==> config.mk <==
export PLATFORM = sky130hd
export DESIGN_NAME = http_request_tokenizer
export DESIGN_NICKNAME = d
export VERILOG_FILES = /design/src/hdl/htk_pkg.sv /design/src/hdl/htk_parse.sv /design/src/hdl/htk_outq.sv /design/src/hdl/http_request_tokenizer.sv
export SDC_FILE = /design/constraint.sdc
export NUM_CORES = 1
export LEC_CHECK = 0
export BUFFER_PORTS_ARGS = -buffer_cell sky130_fd_sc_hd__buf_2
export CAP_MARGIN = 10
export CORE_MARGIN = 4
export CORE_UTILIZATION = 30
export CTS_BUF_LIST = sky130_fd_sc_hd__clkbuf_8
export DETAILED_ROUTE_END_ITERATION = 8
export PLACE_DENSITY = 0.41
export SYNTH_ARGS = -nofsm -noshare
export SYNTH_HDL_FRONTEND = slang
export SYNTH_HIERARCHICAL = 1
export SYNTH_SLANG_ARGS = --single-unit
==> constraint.sdc <==
create_clock -name clk -period 8.05 [get_ports clk]
set_clock_uncertainty 0.15 [all_clocks]
set_input_delay 1.2075 -clock clk [delete_from_list [all_inputs] [get_ports clk]]
set_output_delay 1.2075 -clock clk [all_outputs]
set_load 0.02 [all_outputs]
==> src/hdl/htk_pkg.sv <==
// Shared types and constants for the HTTP request tokenizer.
// Depends on nothing; imported by every module of the block.
package htk_pkg;

  // Field tags carried with every result word
  typedef enum logic [2:0] {
    FK_METHOD   = 3'd0,
    FK_PATH     = 3'd1,
    FK_QKEY     = 3'd2,
    FK_QVAL     = 3'd3,
    FK_VERSION  = 3'd4,
    FK_HNAME    = 3'd5,
    FK_HVAL     = 3'd6,
    FK_HDR_DONE = 3'd7
  } kind_t;

  typedef enum logic [1:0] {
    PH_REQ  = 2'd0,
    PH_HDR  = 2'd1,
    PH_DONE = 2'd2
  } phase_t;

  typedef enum logic [2:0] {
    SF_METHOD  = 3'd0,
    SF_PATH    = 3'd1,
    SF_QUERY   = 3'd2,
    SF_VERSION = 3'd3,
    SF_NAME    = 3'd4,
    SF_SKIP    = 3'd5,
    SF_VALUE   = 3'd6
  } subfield_t;

  typedef enum logic [1:0] {
    QM_NONE  = 2'd0,
    QM_KEY   = 2'd1,
    QM_VALUE = 2'd2,
    QM_FRAG  = 2'd3
  } qmode_t;

  typedef enum logic [1:0] {
    ESC_IDLE   = 2'd0,
    ESC_FIRST  = 2'd1,
    ESC_SECOND = 2'd2,
    ESC_BAD    = 2'd3
  } esc_t;

  // Configuration register indexes
  localparam logic CFG_DEC_MIN = 1'b0;
  localparam logic CFG_DEC_MAX = 1'b1;

  localparam logic [7:0] DEC_MIN_RST = 8'h1F;
  localparam logic [7:0] DEC_MAX_RST = 8'h7E;

  // Characters with a meaning to the parser
  localparam logic [7:0] CH_CR    = 8'h0D;
  localparam logic [7:0] CH_LF    = 8'h0A;
  localparam logic [7:0] CH_SP    = 8'h20;
  localparam logic [7:0] CH_PCT   = 8'h25;
  localparam logic [7:0] CH_PLUS  = 8'h2B;
  localparam logic [7:0] CH_AMP   = 8'h26;
  localparam logic [7:0] CH_EQ    = 8'h3D;
  localparam logic [7:0] CH_HASH  = 8'h23;
  localparam logic [7:0] CH_QUEST = 8'h3F;
  localparam logic [7:0] CH_COLON = 8'h3A;

  typedef struct packed {
    logic [7:0] data_byte;
    logic       new_request;
  } in_word_t;

  typedef struct packed {
    kind_t      field_kind;
    logic [7:0] char_out;
    logic       char_valid;
    logic       field_end;
    logic       pair_end;
    logic       pair_kept;
    logic       last_result;
  } out_word_t;

  // Up to two result words produced by one byte
  typedef struct packed {
    logic [1:0] cnt;
    out_word_t  w0;
    out_word_t  w1;
  } push_t;

  typedef struct packed {
    phase_t     phase;
    subfield_t  subfield;
    qmode_t     qmode;
    logic       pending_cr;
    esc_t       esc;
    logic [3:0] esc_high;
    logic       key_ne;
    logic       val_ne;
    logic       line_empty;
  } parse_state_t;

  localparam parse_state_t PARSE_RST = '{
    phase: PH_REQ, subfield: SF_METHOD, qmode: QM_NONE, pending_cr: 1'b0,
    esc: ESC_IDLE, esc_high: 4'h0, key_ne: 1'b0, val_ne: 1'b0, line_empty: 1'b1
  };

  // Build one result word; last_result is set later
  function automatic out_word_t mk_word(kind_t k, logic [7:0] c, logic v,
                                        logic fe, logic pe, logic pk);
    out_word_t w;
    w.field_kind  = k;
    w.char_out    = v ? c : 8'h00;
    w.char_valid  = v;
    w.field_end   = fe;
    w.pair_end    = pe;
    w.pair_kept   = pk;
    w.last_result = 1'b0;
    return w;
  endfunction

  // Hex digit decode: {is_hex, value}
  function automatic logic [4:0] hex_val(logic [7:0] b);
    logic [4:0] r;
    r = 5'h00;
    if (b >= 8'h30 && b <= 8'h39) r = {1'b1, 4'(b - 8'h30)};
    else if (b >= 8'h61 && b <= 8'h66) r = {1'b1, 4'(b - 8'h57)};
    else if (b >= 8'h41 && b <= 8'h46) r = {1'b1, 4'(b - 8'h37)};
    return r;
  endfunction

endpackage

==> src/hdl/htk_parse.sv <==
// Parse state and per-byte decode of the tokenizer.
// Depends on htk_pkg; produces up to two result words per stepped byte.
module htk_parse import htk_pkg::*; (
  input  logic       clk,
  input  logic       rst_n,
  input  logic       step,
  input  in_word_t   word,
  input  logic [7:0] dec_min,
  input  logic [7:0] dec_max,
  output push_t      push
);

  parse_state_t st_r;
  parse_state_t st_nxt;
  parse_state_t cur;
  out_word_t    res [2];
  logic [1:0]   n;
  logic [7:0]   b;
  logic [4:0]   hx;
  logic [7:0]   dv;
  logic         do_line;
  logic         do_plain;

  assign b  = word.data_byte;
  assign hx = hex_val(b);

  // Decode one byte against the current state
  always_comb begin
    cur      = word.new_request ? PARSE_RST : st_r;
    st_nxt   = cur;
    n        = 2'd0;
    res[0]   = '0;
    res[1]   = '0;
    do_line  = 1'b0;
    do_plain = 1'b0;
    dv       = 8'h00;

    if (cur.phase != PH_DONE) begin
      // line end detection: CR then LF
      if (cur.pending_cr) begin
        st_nxt.pending_cr = 1'b0;
        if (b == CH_LF) do_line = 1'b1;
        else if (b == CH_CR) st_nxt.pending_cr = 1'b1;
        else do_plain = 1'b1;
      end else if (b == CH_CR) begin
        st_nxt.pending_cr = 1'b1;
      end else begin
        do_plain = 1'b1;
      end

      if (do_line) begin
        if (st_nxt.phase == PH_REQ) begin
          // close the open request-line field
          unique case (st_nxt.subfield)
            SF_METHOD: begin
              res[n[0]] = mk_word(FK_METHOD, 8'h00, 1'b0, 1'b1, 1'b0, 1'b0);
              n = n + 2'd1;
            end
            SF_PATH: begin
              res[n[0]] = mk_word(FK_PATH, 8'h00, 1'b0, 1'b1, 1'b0, 1'b0);
              n = n + 2'd1;
            end
            SF_QUERY: begin
              if (st_nxt.qmode == QM_KEY || st_nxt.qmode == QM_VALUE) begin
                res[n[0]] = mk_word((st_nxt.qmode == QM_KEY) ? FK_QKEY : FK_QVAL,
                                    8'h00, 1'b0, 1'b1, 1'b1,
                                    st_nxt.qmode == QM_VALUE && st_nxt.key_ne
                                    && st_nxt.val_ne);
                n = n + 2'd1;
              end
            end
            default: begin
              res[n[0]] = mk_word(FK_VERSION, 8'h00, 1'b0, 1'b1, 1'b0, 1'b0);
              n = n + 2'd1;
            end
          endcase
          st_nxt.phase      = PH_HDR;
          st_nxt.subfield   = SF_NAME;
          st_nxt.qmode      = QM_NONE;
          st_nxt.esc        = ESC_IDLE;
          st_nxt.line_empty = 1'b1;
        end else if (st_nxt.line_empty) begin
          // empty line: headers done
          st_nxt.phase = PH_DONE;
          res[n[0]] = mk_word(FK_HDR_DONE, 8'h00, 1'b0, 1'b1, 1'b0, 1'b0);
          n = n + 2'd1;
        end else begin
          // close header pair, with an empty value for a line without colon
          if (st_nxt.subfield == SF_NAME) begin
            res[n[0]] = mk_word(FK_HNAME, 8'h00, 1'b0, 1'b1, 1'b0, 1'b0);
            n = n + 2'd1;
          end
          res[n[0]] = mk_word(FK_HVAL, 8'h00, 1'b0, 1'b1, 1'b1, 1'b1);
          n = n + 2'd1;
          st_nxt.subfield   = SF_NAME;
          st_nxt.line_empty = 1'b1;
        end
      end

      if (do_plain) begin
        if (st_nxt.phase == PH_REQ) begin
          unique case (st_nxt.subfield)
            SF_METHOD: begin
              if (b == CH_SP) begin
                st_nxt.subfield = SF_PATH;
                res[n[0]] = mk_word(FK_METHOD, 8'h00, 1'b0, 1'b1, 1'b0, 1'b0);
              end else begin
                res[n[0]] = mk_word(FK_METHOD, b, 1'b1, 1'b0, 1'b0, 1'b0);
              end
              n = n + 2'd1;
            end
            SF_PATH: begin
              if (b == CH_SP) begin
                st_nxt.subfield = SF_VERSION;
                res[n[0]] = mk_word(FK_PATH, 8'h00, 1'b0, 1'b1, 1'b0, 1'b0);
              end else if (b == CH_QUEST) begin
                st_nxt.subfield = SF_QUERY;
                st_nxt.qmode    = QM_KEY;
                st_nxt.key_ne   = 1'b0;
                st_nxt.val_ne   = 1'b0;
                st_nxt.esc      = ESC_IDLE;
                res[n[0]] = mk_word(FK_PATH, 8'h00, 1'b0, 1'b1, 1'b0, 1'b0);
              end else begin
                res[n[0]] = mk_word(FK_PATH, b, 1'b1, 1'b0, 1'b0, 1'b0);
              end
              n = n + 2'd1;
            end
            SF_QUERY: begin
              if (b == CH_SP || (st_nxt.esc == ESC_IDLE && st_nxt.qmode != QM_FRAG
                                 && b == CH_HASH)) begin
                // close the query at a space or a fragment mark
                if (b == CH_SP) st_nxt.subfield = SF_VERSION;
                if (st_nxt.qmode == QM_KEY || st_nxt.qmode == QM_VALUE) begin
                  res[n[0]] = mk_word((st_nxt.qmode == QM_KEY) ? FK_QKEY : FK_QVAL,
                                      8'h00, 1'b0, 1'b1, 1'b1,
                                      st_nxt.qmode == QM_VALUE && st_nxt.key_ne
                                      && st_nxt.val_ne);
                  n = n + 2'd1;
                end
                st_nxt.esc   = ESC_IDLE;
                st_nxt.qmode = QM_FRAG;
              end else if (st_nxt.esc == ESC_FIRST) begin
                // first escape digit
                if (hx[4]) begin
                  st_nxt.esc_high = hx[3:0];
                  st_nxt.esc      = ESC_SECOND;
                end else begin
                  st_nxt.esc = ESC_BAD;
                end
              end else if (st_nxt.esc != ESC_IDLE) begin
                // second escape digit: decode and range check
                if (st_nxt.esc == ESC_SECOND) begin
                  dv = hx[4] ? {st_nxt.esc_high, hx[3:0]} : {4'h0, st_nxt.esc_high};
                end
                st_nxt.esc = ESC_IDLE;
                if (dv >= dec_min && dv <= dec_max) begin
                  st_nxt.val_ne = 1'b1;
                  res[n[0]] = mk_word(FK_QVAL, dv, 1'b1, 1'b0, 1'b0, 1'b0);
                  n = n + 2'd1;
                end
              end else if (st_nxt.qmode == QM_FRAG) begin
                // drop fragment bytes
              end else if (st_nxt.qmode == QM_KEY) begin
                if (b == CH_EQ) begin
                  st_nxt.qmode = QM_VALUE;
                  res[n[0]] = mk_word(FK_QKEY, 8'h00, 1'b0, 1'b1, 1'b0, 1'b0);
                end else begin
                  st_nxt.key_ne = 1'b1;
                  res[n[0]] = mk_word(FK_QKEY, b, 1'b1, 1'b0, 1'b0, 1'b0);
                end
                n = n + 2'd1;
              end else if (b == CH_AMP) begin
                st_nxt.qmode  = QM_KEY;
                st_nxt.key_ne = 1'b0;
                st_nxt.val_ne = 1'b0;
                res[n[0]] = mk_word(FK_QVAL, 8'h00, 1'b0, 1'b1, 1'b1, 1'b1);
                n = n + 2'd1;
              end else if (b == CH_PCT) begin
                st_nxt.esc = ESC_FIRST;
              end else begin
                st_nxt.val_ne = 1'b1;
                res[n[0]] = mk_word(FK_QVAL, (b == CH_PLUS) ? CH_SP : b,
                                    1'b1, 1'b0, 1'b0, 1'b0);
                n = n + 2'd1;
              end
            end
            default: begin
              res[n[0]] = mk_word(FK_VERSION, b, 1'b1, 1'b0, 1'b0, 1'b0);
              n = n + 2'd1;
            end
          endcase
        end else begin
          // header line byte
          st_nxt.line_empty = 1'b0;
          if (st_nxt.subfield == SF_NAME) begin
            if (b == CH_COLON) begin
              st_nxt.subfield = SF_SKIP;
              res[n[0]] = mk_word(FK_HNAME, 8'h00, 1'b0, 1'b1, 1'b0, 1'b0);
            end else begin
              res[n[0]] = mk_word(FK_HNAME, b, 1'b1, 1'b0, 1'b0, 1'b0);
            end
            n = n + 2'd1;
          end else if (st_nxt.subfield == SF_SKIP && b == CH_SP) begin
            // skip leading spaces of the value
          end else begin
            st_nxt.subfield = SF_VALUE;
            res[n[0]] = mk_word(FK_HVAL, b, 1'b1, 1'b0, 1'b0, 1'b0);
            n = n + 2'd1;
          end
        end
      end
    end

    // mark the last word of this byte
    if (n == 2'd1) res[0].last_result = 1'b1;
    if (n == 2'd2) res[1].last_result = 1'b1;
  end

  assign push.cnt = step ? n : 2'd0;
  assign push.w0  = res[0];
  assign push.w1  = res[1];

  // Advance parse state on each stepped byte
  always_ff @(posedge clk) begin
    if (!rst_n) begin
      st_r <= PARSE_RST;
    end else if (step) begin
      st_r <= st_nxt;
    end
  end

endmodule

==> src/hdl/htk_outq.sv <==
// Four-word result queue: takes up to two words a cycle, hands out one unless stalled.
// Depends on htk_pkg for the word and push types.
module htk_outq import htk_pkg::*; (
  input  logic      clk,
  input  logic      rst_n,
  input  push_t     push,
  output logic      room,
  output logic      out_valid,
  input  logic      out_stall,
  output out_word_t out_data
);

  out_word_t  mem [4];
  logic [1:0] wr_ptr_r;
  logic [1:0] wr_ptr_nxt;
  logic [1:0] rd_ptr_r;
  logic [1:0] rd_ptr_nxt;
  logic [2:0] cnt_r;
  logic [2:0] cnt_nxt;
  logic       pop;

  assign out_valid = (cnt_r != 3'd0);
  assign out_data  = mem[rd_ptr_r];
  assign pop       = out_valid && !out_stall;
  // room for a full two-word push
  assign room      = (cnt_r <= 3'd2);

  always_comb begin
    wr_ptr_nxt = wr_ptr_r + push.cnt;
    rd_ptr_nxt = rd_ptr_r + {1'b0, pop};
    cnt_nxt    = cnt_r + {1'b0, push.cnt} - {2'b00, pop};
  end

  // Write pushed words
  always_ff @(posedge clk) begin
    if (push.cnt != 2'd0) mem[wr_ptr_r] <= push.w0;
    if (push.cnt == 2'd2) mem[wr_ptr_r + 2'd1] <= push.w1;
  end

  // Advance pointers and fill count
  always_ff @(posedge clk) begin
    if (!rst_n) begin
      wr_ptr_r <= 2'd0;
      rd_ptr_r <= 2'd0;
      cnt_r    <= 3'd0;
    end else begin
      wr_ptr_r <= wr_ptr_nxt;
      rd_ptr_r <= rd_ptr_nxt;
      cnt_r    <= cnt_nxt;
    end
  end

endmodule

==> src/hdl/http_request_tokenizer.sv <==
// Top level of the HTTP request tokenizer: input register, config, queue.
// Depends on htk_pkg, htk_parse and htk_outq.
//
//  channel | direction | handshake        | word
//  in_     | input     | in_valid/stall   | in_word_t  (data_byte, new_request)
//  out_    | output    | out_valid/stall  | out_word_t (tagged field character)
//  cfg_    | input     | cfg_valid/ready  | cfg_index, cfg_data
//
// One byte a cycle while the input does not stall: a byte is held in the input
// register, is decoded there and its zero to two result words enter a four-word queue.
// A byte with two results pushes one word more than the output takes; the queue absorbs it.
// Input stalls only while a byte waits and the queue has less than two free.
// Synchronous active-low reset clears parse state, queue and config.
module http_request_tokenizer import htk_pkg::*; (
  input  logic       clk,
  input  logic       rst_n,
  input  logic       in_valid,
  output logic       in_stall,
  input  in_word_t   in_data,
  output logic       out_valid,
  input  logic       out_stall,
  output out_word_t  out_data,
  input  logic       cfg_valid,
  output logic       cfg_ready,
  input  logic       cfg_index,
  input  logic [7:0] cfg_data
);

  logic       s1_valid_r;
  logic       s1_valid_nxt;
  in_word_t   s1_word_r;
  logic [7:0] dec_min_r;
  logic [7:0] dec_max_r;
  logic       room;
  logic       step;
  logic       in_acc;
  push_t      push;

  assign cfg_ready = 1'b1;
  assign step      = s1_valid_r && room;
  assign in_stall  = s1_valid_r && !room;
  assign in_acc    = in_valid && !in_stall;

  always_comb begin
    s1_valid_nxt = s1_valid_r;
    if (in_acc) s1_valid_nxt = 1'b1;
    else if (step) s1_valid_nxt = 1'b0;
  end

  // Hold the accepted byte
  always_ff @(posedge clk) begin
    if (!rst_n) begin
      s1_valid_r <= 1'b0;
    end else begin
      s1_valid_r <= s1_valid_nxt;
    end
  end

  always_ff @(posedge clk) begin
    if (in_acc) s1_word_r <= in_data;
  end

  // Configuration registers
  always_ff @(posedge clk) begin
    if (!rst_n) begin
      dec_min_r <= DEC_MIN_RST;
      dec_max_r <= DEC_MAX_RST;
    end else if (cfg_valid && cfg_ready) begin
      unique case (cfg_index)
        CFG_DEC_MIN: dec_min_r <= cfg_data;
        CFG_DEC_MAX: dec_max_r <= cfg_data;
        default: ;
      endcase
    end
  end

  htk_parse u_parse (
    .clk     (clk),
    .rst_n   (rst_n),
    .step    (step),
    .word    (s1_word_r),
    .dec_min (dec_min_r),
    .dec_max (dec_max_r),
    .push    (push)
  );

  htk_outq u_outq (
    .clk       (clk),
    .rst_n     (rst_n),
    .push      (push),
    .room      (room),
    .out_valid (out_valid),
    .out_stall (out_stall),
    .out_data  (out_data)
  );

endmodule
# [After elaboration in Yosys (flattened, before gate mapping)]
# Memories as Yosys holds them, arrays and structs flattened. A register that Yosys moved wholly into a read port is not among the register bits.
# Index checks and enable logic that the tools add are counted.
[classes] addsub=10 n_lt_le_gt_ge=13 eq_ne=29 n_mux=172 bitwise_logic=21 reduce_logical=34
[op_table] operator="$mux 32" n=21
[op_table] operator="$bwmux 32" n=9
[op_table] operator="$mux 16" n=12
[op_table] operator="$mux 2" n=53
[op_table] operator="$pmux 32 s3" n=1
[op_table] operator="$mux 8" n=11
[op_table] operator="$eq 8x6->1 const B" n=8
[op_table] operator="$and 28x28->28" n=2
[op_table] operator="$not 28->28" n=2
[op_table] operator="$pmux 16 s3" n=1
[op_table] operator="$and 22x22->22" n=2
[op_table] operator="$not 22->22" n=2
[op_table] operator="$mux 1" n=34
[op_table] operator="$mux 17" n=2
[op_table] operator="$demux 16 s1" n=2
[op_table] operator="$and 30x30->30" n=1
[op_table] operator="$mux 5" n=6
[op_table] operator="$not 30->30" n=1
[op_table] operator="$mux 3" n=9
[op_table] operator="$and 26x26->26" n=1
[op_table] operator="$not 26->26" n=1
[op_table] operator="$or 10x10->10" n=2
[op_table] operator="$logic_and 1x1->1" n=17
[op_table] operator="$eq 8x4->1 const B" n=2
[op_table] operator="40 further kinds" n=77
[totals] register_bits=50 ram_bits=64 inputBits=23 output_inout_bits=19 wordCells=297 n_memories=1
[mem_list] name="u_outq.mem" depth=4 width=16 rd=1 rd_clocked_by_memory_dff=1 wr=2 line="htk_outq.sv:13" text="out_word_t mem [4];"

# [Logic depth before layout (Yosys ltp)]
[logic_depth] depth_word=31 ltp_mapped=28 mapped_depth_nobuf=28

# [Hierarchy]
# The synthesis kept the hierarchy.
[by_module_without_submodules] mod="htk_parse" n_inst=1 cells_per_inst=555 area_each_um2=3618.5 seq_area_each_um2=340.3
[by_module_without_submodules] mod="htk_outq" n_inst=1 cells_per_inst=204 area_each_um2=3588.4 seq_area_each_um2=2062.0
[by_module_without_submodules] mod="http_request_tokenizer" n_inst=1 cells_per_inst=87 area_each_um2=967.2 seq_area_each_um2=610.6

# [Worst setup path before layout]
# No wires, ideal clock.
[synth_timing] kind="reg2reg" start="register s1_word_r[1] (netlist name)" end="memory u_outq/mem[0][0] (netlist name) (enable)" setup_time_ns=0.414 t_arrival_ns=5.818 t_required_ns=7.486 path_slack_ns=1.668 path_stages_with_launch=23 n_path_buf=0 period_less_slack_ns=6.382 cell_sequence="edfxtp_1 > inv_1 > ha_1 > nand4b_2 > o311ai_4 > nor3_1 > and2_1 > ha_1 > a21oi_1 > o21ai_0 > o21ai_0 > a22oi_1 > a2111oi_1 > nand2_1 > inv_1 > ha_1 > nor2_1 > nor2_1 > a31oi_1 > inv_1 > nor2_1 > nor2_1 > o31ai_1"
[synth_lines] item="start, declared" line="http_request_tokenizer.sv:31" text="in_word_t s1_word_r;"
[synth_lines] item="start signal, assigned" line="http_request_tokenizer.sv:60" text="if (in_acc) s1_word_r <= in_data;"
[synth_lines] item="end, declared" line="htk_outq.sv:13"

==> results list <==
- The cell area that synthesis handed to floorplanning was 8170 um^2.
- Sort of element at the start of the critical path: flop
- For the final routed database, the setup TNS stands at 0 ns.
- Count of final max-slew check failures: 0
- The most used flip-flop cell after synthesis is edfxtp_1.
* Cell breakdown of the critical path: nor4b_1, o211ai_1, and2_1, nor3_1, and2_1, ha_1, a21oi_1, o21ai_0, o21ai_0, a22oi_1, a2111oi_1, nand2_1, inv_1, ha_1, nor2_1, nor2_1, a31oi_1, inv_1, nor2_1, nor2b_2, and3b_2, a21o_1
- Amount of wire on met3 after detailed routing: 1.25 mm
- Normalized max-slew margin: 26.7%
- TritonCTS built the clock tree.
- In this run the vertical extent of the chip is 173 um.
- Final critical delay including setup and external delays: 7.06 ns
- Final-stage net count: 928
- Routed signal wires occupy layers up through met4.
* Clock Tree Root: clkbuf_8
* Area growth, synth to finish: 9.84%
- The finished cells cover 8980 um^2.
- Setup violations remaining at the end of the flow were counted as 0.
- The floorplan has 60 rows.
- Reg clk slew, reported paths: 0.08 ns
* Buffer and inverter count on the worst path: 2
* Overflow left after global routing: 0
- Worst endpoint data arrival time: 7.00 ns
- Achievable clock frequency: 142 MHz
* Number of port buffers: 40
- Slowest stage cell, crit path: a2111oi_1
- In this design, the stage delay of the slowest critical-path cell is 0.65 ns.
- Buffers inserted to repair hold after CTS numbered 0.
- Final antenna-violating net count: 0
* Estimated wirelength of the detail-placed design: 18.6 mm
- Among cell families on the critical path, the largest total delay comes from simple AND/OR/NAND/NOR gates.
* Number of flops mapped to enable cells by yosys: 73
* Clock buffer depth: 2
* Die area: 30,000 um^2
* Critical Path End Type: flop
- After detailed routing, the total wire length is 25.9 mm.
* Num Clock Sinks: 114
- The detailed router put a total of 12.4 mm of wire on met1.
- Ratio of routed vias to standard cells: 5.48
- Final worst slack: 0.990 ns
* Overall via count from detail_route: 6,708
* Yosys warnings: 6
- Setup repair after global routing left no endpoint under its margin.
- After synthesis, the mean cell area works out to 9.66 um^2.
* Largest net degree at the start of global routing: 47
* PwrDens: 180 nW/um^2
- Measured slew at the worst slew-check pin: 1.09 ns
* Core Footprint: 26,900 um^2
- Number of ports placed on the die boundary: 42
- Dominant cell type by count on the critical path: nor2_1
- Critical Path Fanout Max: 17
- Required @ worst endpoint: 7.99 ns
- The path class of the tightest hold or removal check is reg2reg.
- Count of unique library cells instantiated by Yosys: 89
- The count of endpoints failing hold in the final timing report was 0.
- Counting the fill cells in the layout gives 2,815.
- Detail-routed net length per standard cell: 21.1 um
* Initial antenna violation count: 0
- Max Cap Violations: 0
- Post-Place Setup Slack: 1.05 ns
- Period Utilization, post-route: 87.7%
- FF+latch count, synth: 114
- Effective utilization at floorplan: 30.4%
- The congestion estimate from routability-driven global placement came to 0.896.
* Total iterations of the first detailed-routing run: 5
* Result of the run: finished clean
* Worst skew pair latency: 0.44 ns
* Leakage power: 0.00337 uW
- The via count of the first global-routing pass was 6,661.
* Routed length on met2: 11.6 mm
* Depth of the CTS H-tree: 4
- Summing all placed instances gives a cell area of 8590 um^2.
- Of all flip-flops after synthesis, the portion carrying an async set or reset was 0%.
- The critical path in this run is classified as reg2reg.
* Wire length of the first global-routing pass: 40.0 mm
- Number of antenna cells inserted: 0
- For this run, design rule violations remaining after detail routing come to 0.
- Area taken by flip-flops and latches: 3010 um^2
- Total global routing track utilization: 17.0%
- Total clock buffers created by CTS: 17
* Maximum vdd ir drop: 90.2 uV
- Starting DRT DRC Count: 470
- Synthesis handed over a netlist of 846 instances.
* Die boundary width: 173 um
* Layout cell share with drive strength beyond 1: 21.7%
* Area of the multi-input gates: 4710 um^2
* Sequential element share of the synthesized area: 36.9%
- Setup Buffers After CTS: 0
- In this run, post-CTS repair resized a total of 0 instances.
kinds of logic (layout without fill, tap and decap cells):
logic type | after synthesis | after routing | share of synthesized area, %
buffers and inverters | 95 | 126 | 5.92
flip-flops | 114 | 114 | 36.9
multiplexers | 86 | 86 | 14.5
XOR/XNOR | 4 | 4 | 0.429
adder cells (fa/ha/maj) | 34 | 34 | 5.30
AND/OR/NAND/NOR | 301 | 301 | 19.2
other | 2 | 9 | 0.0919
AO/OA/AOI/OAI | 210 | 210 | 17.8
tightest hold or removal path: cells and delay by family, from the launching register on:
family | cells | cell delay (ns)
DFF | 1 | 0.32
and+or+nand+nor | 1 | 0.05
muxes | 1 | 0.05
layer usage:
metal	up-vias	track usage (%)
met1	3275	23.9
li1	3194	-
met5	-	0.321
met4	0	5.52
met2	200	26.2
met3	39	3.45
worst paths after layout:
| path | startpoint | end | slack, ns | cells after the start |
|---|---|---|---|---|
| max | s1_word_r[5] | u_outq/mem[2][2] | 0.99 | 22 |
| min | dec_min_r[6] | dec_min_r[6] | 0.31 | 2 |
| max reg2reg | s1_word_r[5] | u_outq/mem[2][2] | 0.99 | 22 |
| min reg2reg | dec_min_r[6] | dec_min_r[6] | 0.31 | 2 |
per-stage QoR:
| step | power [uW] | std cells | hold WS, ns | utilization, % |
|---|---|---|---|---|
| final | 1620 | 1225 | 0.313 | 33.4 |
| after global routing | 1710 | 1225 | 0.338 | 33.4 |
| after CTS | 1640 | 1225 | 0.316 | 33.4 |
| after detailed placement | 1080 | 1193 | 0.304 | 32.0 |
| after global placement | 1080 | 1193 | 0.300 | 32.0 |
| after floorplan | 970 | 853 | 0.283 | - |
cell usage after synthesis (8+ instances only):
cell type | instances | share of area [%]
mux2_4 | 11 | 2.0
mux4_2 | 16 | 4.4
nand2b_1 | 9 | 0.69
nand3_1 | 23 | 1.4
buf_2 | 9 | 0.55
inv_1 | 43 | 2.0
o21ai_0 | 44 | 2.7
nor2_1 | 67 | 3.1
mux2_2 | 53 | 7.3
clkbuf_1 | 19 | 0.87
dfxtp_1 | 41 | 10
a211oi_1 | 8 | 0.73
buf_4 | 16 | 1.5
nand4_1 | 8 | 0.61
and2_1 | 22 | 1.7
nor2b_1 | 25 | 1.9
nand2_1 | 84 | 3.9
o211ai_1 | 18 | 1.7
a32oi_1 | 8 | 0.86
a22oi_1 | 9 | 0.83
edfxtp_1 | 73 | 27
a31oi_1 | 13 | 0.99
nor3_1 | 19 | 1.2
ha_1 | 33 | 5.1
a21oi_1 | 47 | 2.9
layout by cell type (no fill, tap or decap), types with 9 or more instances in the layout:
master / instances
ha_1: 33
nor3_1: 19
nor2b_1: 25
a22oi_1: 9
edfxtp_1: 73
mux4_2: 16
conb_1: 9
nand3_1: 23
o21ai_0: 44
mux2_4: 11
a31oi_1: 13
buf_2: 40
nand2_1: 84
o211ai_1: 18
nor2_1: 67
clkbuf_8: 17
buf_4: 10
a21oi_1: 47
inv_1: 43
and2_1: 22
mux2_2: 53
dfxtp_1: 41
nand2b_1: 9
power breakdown:
part / internal [uW] / total (uW) / switching (uW)
clock: 278 / 557 / 280
sequential: 665 / 702 / 36.5
combinational: 151 / 357 / 207
total: 1090 / 1620 / 523
cell type report:
class | instances | area share, %
Multi-Input combinational cell | 644 | 52.4
Sequential cell | 114 | 33.6
Tap cell | 341 | 4.75
Timing Repair Buffer | 50 | 3.07
Clock buffer | 17 | 2.61
Inverter | 44 | 1.84
Clock inverter | 15 | 1.74
state kept, by name (all words and copies together), names as in the netlist:
register	count
s1_word_r	9
u_outq/mem	64
u_outq/rd_ptr_r	2
s1_valid_r	1
dec_max_r	8
u_outq/wr_ptr_r	2
dec_min_r	8
u_outq/cnt_r	3
u_parse/st_r	17
Note: power is estimated with default switching activity, not from simulation.
